## src/rtl/ebps_pkg.sv

```systemverilog
package ebps_pkg;

  // Fixed layout of the pattern registers
  localparam int PATTERN_WORDS = 6;
  localparam int PATTERN_BYTES = 8 * PATTERN_WORDS;
  localparam int RVA_W         = 32;
  localparam int INDEX_W       = 6;
  localparam int PLEN_W        = 6;
  localparam int REG_INDEX_W   = 3;

  // Register indexes
  localparam logic [REG_INDEX_W-1:0] REG_PATTERN_WORD_0 = 3'd0;
  localparam logic [REG_INDEX_W-1:0] REG_PATTERN_WORD_5 = 3'd5;
  localparam logic [REG_INDEX_W-1:0] REG_PATTERN_LENGTH = 3'd6;

  localparam logic [PLEN_W-1:0] PATTERN_LENGTH_RESET = 6'd48;

  typedef logic [63:0] pattern_word_t;
  typedef logic [7:0]  byte_t;

  typedef struct packed {
    logic [7:0]       data_byte;
    logic             scan_start;
    logic             section_first;
    logic             section_executable;
    logic [RVA_W-1:0] section_rva;
  } byte_item_t;

  typedef struct packed {
    logic [RVA_W-1:0]   match_rva;
    logic [INDEX_W-1:0] match_index;
    logic               limit_reached;
  } match_item_t;

  typedef struct packed {
    logic [REG_INDEX_W-1:0] reg_index;
    logic [63:0]            reg_value;
  } cfg_write_t;

endpackage

```

## src/rtl/ebps_cell.sv

```systemverilog
module ebps_cell (
  input  logic           clk,
  input  logic           shift_en,
  input  ebps_pkg::byte_t byte_in,
  input  ebps_pkg::byte_t pattern_byte,
  input  logic           in_use,
  output ebps_pkg::byte_t byte_out,
  output logic           ok
);
  import ebps_pkg::*;

  byte_t window_byte;

  // Take the neighbour's byte on every shift
  always_ff @(posedge clk) begin
    if (shift_en) begin
      window_byte <= byte_in;
    end
  end

  assign byte_out = window_byte;

  // A cell beyond the pattern length never blocks a match
  assign ok = !in_use || (window_byte == pattern_byte);

endmodule

```

## config.mk

```make
export PLATFORM = sky130hd
export DESIGN_NAME = ebps_cell
export DESIGN_NICKNAME = d
export VERILOG_FILES = /design/src/rtl/ebps_pkg.sv /design/src/rtl/ebps_cell.sv
export SDC_FILE = /design/constraint.sdc
export NUM_CORES = 1
export LEC_CHECK = 0
export BUFFER_PORTS_ARGS = -buffer_cell sky130_fd_sc_hd__clkbuf_2
export CAP_MARGIN = 10
export CORE_AREA = 2 2 39 41
export DETAILED_ROUTE_END_ITERATION = 7
export DIE_AREA = 0 0 41 43
export MAX_ROUTING_LAYER = met4
export SLEW_MARGIN = 25
export SYNTH_ARGS = -nofsm -noshare
export SYNTH_HDL_FRONTEND = slang
export SYNTH_SLANG_ARGS = --single-unit
```

## constraint.sdc

```tcl
create_clock -name clk -period 1 [get_ports clk]
set_input_delay 0.1 -clock clk [delete_from_list [all_inputs] [get_ports clk]]
set_output_delay 0.1 -clock clk [all_outputs]
set_load 0.005 [all_outputs]
```

==> flow_summary.ini <==
[placed_design]
port_buffers = 27
post-place-cells = 62
dpl_worst_slack_ns = -0.04260
place.gp.congestion = 0.5920

[outcome]
violations = setup timing
outcome = finished with violations

[detailed_routing]
num_vias = 251
via_per_inst = 3.862
firstDrtPassIters = 2
routedWlPerCell_um = 9.277
drt_iter0_markers = 1
drtAntennaViolNets = 0
route.detailed.drc = 0
wl_um = 603

[cells_and_area]
largest_register_ffs = 8
antenna_cells = 0
syn_to_final_growth_pct = 56.49
drive_above_1_share_pct = 63.27
post-route-util_pct = 37.07
nNetsFinal = 70
instances_no_fill = 65

[power_and_ir_drop]
p_int_uw = 609.6
switching_power_uw = 150.3
p_clk_share_pct = 29.8
irDropWorstVdd_v = 0.0007880
sequentialPowerShare_pct = 55.0
p_sw_share_pct = 19.78
p_per_area_nw_per_um2 = 1481
power.leakage_nw = 0.2280
comb_power_share_pct = 15.2

[worst_setup_path]
crit_type = reg2out
cp.required_ns = 0.90
slowest_delay_ns = 0.40
cp_max_fo = 2
critPathSlowestCell = edfxtp_1
cp-start-kind = flip-flop
cp_cell_sequence = xnor2_1, nand4_1, o21ai_1, buf_2
cp-end-kind = output pin
cp_data_arrival_time_ns = 1.16
startpoint = byte_out[1]$_DFFE_PP_

[floorplan]
start_util_pct = 23.69
io_pins = 28
fp.dieArea_um2 = 1763
rows = 14
die_h_um = 43
chipWidth_um = 41
coreArea_um2 = 1384

[clock_network]
hold_buffers = 0
clkTransAtPathRegs_ns = 0.05
clockBufferDepth = 2
cts_tree = yes
ctsHtreeMaxLevel = 1
numCtsBuffers = 3
cts-root-buf = clkbuf_4
cts.sinks = 8
postCtsSetupBuffers = 0

[min_path]
worstHoldStart = byte_in[0]
whs_path_depth = 1
hp-class = in2reg

[logic_synthesis]
ys_warn_count = 0
ys_seq_elements = 8
synth_area_um2 = 327.8
synth-seq-area-share_pct = 73.28
synth_fp_nets = 38
synth.distinct_cells = 4
netlist_instances = 19
syn_avg_cell_area_um2 = 17.25

[global_route]
overflow = 0
grt_start_max_net_pins = 9
track_usage_pct = 8.281
grt_pass1_wl_um = 910
antenna_found_initial = 0
grt_pass1_vias = 230

[sta]
fin_ws_ns = -0.2587
fin_crit_ns = 1.259
slew_violations = 0
fin_crit_sh_pct = 125.9
tns_ns = -0.2587
rsz0062_at_grt = true
tightest_slew_ns = 0.1941
timing.fmax_mhz = 794.5
final_hold_viol_count = 0
maxSlewHeadroom_pct = 87.06
setup_viol = 1

[flow_run]
drv_cap = 0
## final cells by class
cell class	count	area, um^2
timing repair buffer	27	135.1
sequential	8	240.2
multi-input combinational	11	95.09
fill	147	870.8
clock buffer	3	22.52
tap	16	20.02
## through the flow
step / area (um^2) / hold WS (ns) / total power [mW]
floorplan: 327.8 / 0.1989 / 0.4649
global placement: 483.0 / 0.2785 / 0.5364
detailed placement: 483.0 / 0.2788 / 0.5388
CTS: 505.5 / 0.02215 / 0.7729
global route: 513.0 / 0.01528 / 0.8089
finish: 513.0 / 0.03404 / 0.7599
## cells by family (layout without fill, tap and decap cells)
group           after synthesis  count (layout)  share of synthesized area [%]
buf+inv                       0              30                              0
xor+xnor                      8               8                          21.37
flops                         8               8                          73.28
compound gates                1               1                          1.525
simple gates                  2               2                          3.816
## power groups by stage
stage               clock network [mW]  registers (mW)  logic (mW)
global route                     0.258           0.421       0.130
finish                           0.226           0.418       0.115
detailed placement                   0           0.424       0.114
global placement                     0           0.423       0.113
CTS                              0.241           0.418       0.115
floorplan                            0           0.427      0.0381
## synthesized netlist by cell type
library cell,instances,area share (%)
edfxtp_1,8,73
xnor2_1,8,21
nand4_1,2,3.8
o21ai_1,1,1.5
## layer usage
metal	global-route usage [%]	vias up	wire [um]
met5	-	-	0
met4	6.000	0	0
met3	1.571	0	24
met2	12.50	7	368
met1	9.215	112	209
li1	-	132	-
## worst paths after layout
path,endpoint
setup / recovery,ok
hold / removal,byte_out[0]$_DFFE_PP_
## critical path: cells and delay by family (launching register included)
family,cells,cell delay (ns)
compound gates,1,0.13
simple gates,1,0.11
xor+xnor,1,0.16
flops,1,0.40
buf+inv,1,0.12
## cell usage in the layout, fill, tap and decap left out
cell type and count:
clkbuf_2 26, nand4_1 2, clkbuf_4 3, o21ai_1 1, buf_2 1, xnor2_2 1
edfxtp_1 8, xnor2_1 7
## repair_timing
action	4_1_cts	5_1_grt
setup endpoints to repair	1	1
pin swaps	0	0
gates resized for setup	0	2
Power figures use the tool's default switching activity.
