[src/rtl/ebps_pkg.sv]
package ebps_pkg;

  // Fixed layout of the pattern registers
  localparam int PATTERN_WORDS = 6;
  localparam int PATTERN_BYTES = 8 * PATTERN_WORDS;
  localparam int RVA_W         = 32;
  localparam int INDEX_W       = 6;
  localparam int PLEN_W        = 6;
  localparam int REG_INDEX_W   = 3;

  // Register indexes
  localparam logic [REG_INDEX_W-1:0] REG_PATTERN_WORD_0 = 3'd0;
  localparam logic [REG_INDEX_W-1:0] REG_PATTERN_WORD_5 = 3'd5;
  localparam logic [REG_INDEX_W-1:0] REG_PATTERN_LENGTH = 3'd6;

  localparam logic [PLEN_W-1:0] PATTERN_LENGTH_RESET = 6'd48;

  typedef logic [63:0] pattern_word_t;
  typedef logic [7:0]  byte_t;

  typedef struct packed {
    logic [7:0]       data_byte;
    logic             scan_start;
    logic             section_first;
    logic             section_executable;
    logic [RVA_W-1:0] section_rva;
  } byte_item_t;

  typedef struct packed {
    logic [RVA_W-1:0]   match_rva;
    logic [INDEX_W-1:0] match_index;
    logic               limit_reached;
  } match_item_t;

  typedef struct packed {
    logic [REG_INDEX_W-1:0] reg_index;
    logic [63:0]            reg_value;
  } cfg_write_t;

endpackage

[src/rtl/ebps_align.sv]
module ebps_align #(
  parameter int MAX_PATTERN_BYTES = 48,
  localparam int LEN_W = $clog2(MAX_PATTERN_BYTES + 1)
) (
  input  ebps_pkg::pattern_word_t pattern_word [ebps_pkg::PATTERN_WORDS],
  input  logic [LEN_W-1:0]        len,
  output ebps_pkg::byte_t         aligned [MAX_PATTERN_BYTES]
);
  import ebps_pkg::*;

  localparam int VEC_W = 8 * MAX_PATTERN_BYTES;

  logic [VEC_W-1:0] rev_vec;
  logic [VEC_W-1:0] shifted;
  logic [LEN_W-1:0] shift_amt;

  // Lay the pattern out last byte first; bytes past the registers read as zero
  for (genvar m = 0; m < MAX_PATTERN_BYTES; m++) begin : g_rev
    localparam int SRC = MAX_PATTERN_BYTES - 1 - m;
    if (SRC < PATTERN_BYTES) begin : g_reg
      assign rev_vec[m*8 +: 8] = pattern_word[SRC / 8][(SRC % 8) * 8 +: 8];
    end else begin : g_zero
      assign rev_vec[m*8 +: 8] = 8'h00;
    end
  end

  // Drop the unused tail so the last pattern byte lines up with the newest byte
  assign shift_amt = LEN_W'(MAX_PATTERN_BYTES) - len;
  assign shifted   = rev_vec >> {shift_amt, 3'b000};

  for (genvar k = 0; k < MAX_PATTERN_BYTES; k++) begin : g_out
    assign aligned[k] = shifted[k*8 +: 8];
  end

endmodule

[config.mk]
export PLATFORM = sky130hd
export DESIGN_NAME = ebps_align
export DESIGN_NICKNAME = d
export VERILOG_FILES = /design/src/rtl/ebps_pkg.sv /design/src/rtl/ebps_align.sv
export SDC_FILE = /design/constraint.sdc
export NUM_CORES = 1
export LEC_CHECK = 0
export BUFFER_PORTS_ARGS = -buffer_cell sky130_fd_sc_hd__buf_4
export CAP_MARGIN = 20
export CORE_MARGIN = 5
export CORE_UTILIZATION = 25
export DETAILED_ROUTE_END_ITERATION = 7
export PLACE_DENSITY = 0.43
export SLEW_MARGIN = 30
export SYNTH_ARGS = -nofsm -noshare
export SYNTH_HDL_FRONTEND = slang
export SYNTH_SLANG_ARGS = --single-unit
[constraint.sdc]
create_clock -name vclk -period 3.95
set_input_delay 0.395 -clock vclk [all_inputs]
set_output_delay 0.395 -clock vclk [all_outputs]
set_load 0.01 [all_outputs]
==> results.sh <==
export IMPL_outcome="finished, final reports clean"
export IMPL_wirelength_um=189000
export IMPL_routed_wl_met3_um=11900
export IMPL_finalNonFillerCells=4348
export IMPL_drc_errors=0
export IMPL_synthTopCellsByCount="516 x mux4_2, 271 x nand2_1, 169 x nor2_1"
export IMPL_grt_ovfl_total=0
export IMPL_crit_path_end_kind="primary output"
export IMPL_start_util_pct=25.2
export IMPL_hold_path_class="in2out"
export IMPL_synth_top_family_by_area="multiplexers"
export IMPL_synth_compound_area_share_pct=19.2
export IMPL_globalRouteTotalUtil_pct=36.2
export IMPL_hp_start="pattern_word[321]"
export IMPL_fill_cells=9468
export IMPL_fp_row_count=111
export IMPL_synthAdderAreaFrac_pct=0.0541
export IMPL_cp_start_kind="input pin"
export IMPL_synth_mux_area_share_pct=60.2
export IMPL_dr_wl_met2_um=97000
export IMPL_synth_area_leaders="mux4_2 50%, mux2_2 5.4%, mux2i_1 4.5%, nand2_1 4.4%, o211ai_1 3.2%"
export IMPL_drt_first_iter_violations=3174
export IMPL_hold_buffers=0
export IMPL_holdPathEnd="aligned[1]"
export IMPL_drt_met1_wl_um=66700
export IMPL_path_buf_inv=6
export IMPL_coreArea_um2=91700
export IMPL_final_setup_viol_count=0
export IMPL_ant_nets=0
export IMPL_io_pins=774
export IMPL_total_power_mw=8.40
export IMPL_die_area_um2=98600
export IMPL_dp_cells=4334
export IMPL_die_h_um=314
export IMPL_irDropWorstVdd_v=0.000102
export IMPL_slew_headroom_pct=26.3
export IMPL_syn_inst=2390
export IMPL_synth_seq_area_share_pct=0
export IMPL_cp_slowest_cell="o32ai_1"
export IMPL_nFlopsAndLatches=0
export IMPL_synth_xor_area_share_pct=0.368
export IMPL_cpLargestDelayFamily="buffers and inverters"
export IMPL_nets=3541
export IMPL_min_period_ns=3.95
export IMPL_netlist_area_leader_share_pct=50.3
export IMPL_dp_hpwl_um=157000
export IMPL_synth_top_cell_by_area="mux4_2"
export IMPL_synth_most_common_cell="mux4_2"
export IMPL_cpMostUsedCell="buf_4"
export IMPL_grt_pass1_vias=28900
export IMPL_hold_depth=3
export IMPL_vias=28900
export IMPL_synthToLayoutAreaGrowth_pct=37.8
export IMPL_dp_worst_setup_slack_ns=0.0608
export IMPL_antenna_found_initial=20
export IMPL_cp_max_fo=28
export IMPL_grt_pass1_wl_um=254000
export IMPL_max_freq_mhz=253
export IMPL_synth_fp_nets=2781
export IMPL_routed_top_layer="met5"
export IMPL_max_stage_delay_ns=0.92
export IMPL_setup_tns_ns=0
export IMPL_gp_congestion=1.02
export IMPL_area_sequential_um2=0
export IMPL_maxCapViolCount=0
export IMPL_synth_distinct_cells=67
export IMPL_vias_per_cell=6.64
export IMPL_powerDensity_nw_per_um2=264
export IMPL_drv_slew=0
export IMPL_p_leak_nw=12.6
export IMPL_die_x_um=314
export IMPL_drive_above_1_share_pct=54.9
export IMPL_yosys_area_share_simple_pct=12.7
export IMPL_worstPathArrival_ns=3.55
export IMPL_final_core_util_pct=34.8
export IMPL_nClkBuffers=0
export IMPL_wl_per_cell_um=43.5
export IMPL_worstSetupPathType="in2out"
export IMPL_grt_max_degree=78
export IMPL_ys_warn_count=0
export IMPL_setup_ws_ns=0.00185
export IMPL_rsz0062_at_grt="no"
export IMPL_avgSynthCellArea_um2=9.67
export IMPL_cp_required_ns=3.56
export IMPL_max_slew_worst_pin_slew_ns=1.10
export IMPL_first_pass_iters=6
export IMPL_synthesis_area_um2=23100
export IMPL_crit_chain="buf_4 -> inv_1 -> ha_4 -> buf_12 -> buf_4 -> mux4_2 -> mux2_2 -> o22ai_1 -> buf_4 -> o32ai_1 -> buf_4"
export IMPL_io_buffers=774
export IMPL_period_share_pct=100
export IMPL_timing_final_hold_violations=0
logic make-up (layout without fill, tap and decap cells):
group	Yosys count	after routing
adders and majority gates	1	1
buffers and inverters	346	1104
AOI/OAI and AO/OA	654	654
muxes	731	731
other	0	14
xor gates and xnor gates	8	8
and+or+nand+nor	650	650
metrics by stage:
stage / cell area (µm²) / hold WS, ns
final: 31900 / 1.18
after global routing: 31800 / 1.20
after CTS: 31800 / 1.18
after detailed placement: 31800 / 1.19
after global placement: 31800 / 1.19
after floorplan: 23100 / 0.923
report_power, final:
| part | internal [mW] | switching [mW] |
|---|---|---|
| combinational | 3.52 | 4.88 |
| sequential | 0 | 0 |
| clock | 0.000000421 | 0 |
layout make-up:
cell class         count  area (µm²)  share of cell area, %
diodes                14        35.0                  0.110
repair buffers      1072        8710                   27.3
well taps           1186        1480                   4.66
multi-input cells   2044       21500                   67.5
inverters             32         120                  0.377
what timing repair did:
| item | 4_1_cts | 5_1_grt |
|---|---|---|
| buffers inserted | 0 | 0 |
| setup endpoints to repair | 0 | 2 |
| gates resized for setup | 0 | 2 |
layer usage:
layer,GRT usage [%],up-vias
met5,0,-
li1,-,11500
met3,4.47,348
met1,41.4,15200
met2,65.8,1825
met4,19.9,14
worst max path at each step:
stage | from | end | slack [ns] | depth (start not counted)
after global placement | len[2] | aligned[216] | 0.05 | 9
after global routing | len[1] | aligned[272] | 0.07 | 11
after floorplan | len[0] | aligned[352] | 0.02 | 14
after detailed placement | len[1] | aligned[216] | 0.06 | 11
final | len[1] | aligned[272] | 0.002 | 11
after CTS | len[1] | aligned[216] | 0.04 | 11
placed cells by master (no fill, tap or decap), types with 3 or more instances in the layout:
cell and n:
nor2_1 167, buf_4 1019, nand2b_1 30, mux4_2 516, a21o_1 3, a32o_1 19
and2_1 47, a21oi_1 128, o21ai_0 127, nand3_1 63, a31oi_1 4, o32ai_1 41
buf_12 52, a31o_1 8, o211ai_1 99, mux2_2 111, a211oi_1 33, nor3_1 7
o22ai_1 53, a211o_1 18, a22oi_1 42, o221ai_1 12, and3_1 39, mux2i_1 104
a32oi_1 3, o22a_1 4, or3_1 11, o2bb2ai_1 5, o21a_1 4, nand2_1 269
o31ai_1 8, inv_1 31, xor2_4 3, a221o_1 7, a22o_1 4, o21ai_1 5
a2bb2oi_1 11, diode_2 14
(Power assumes the default switching activity.)
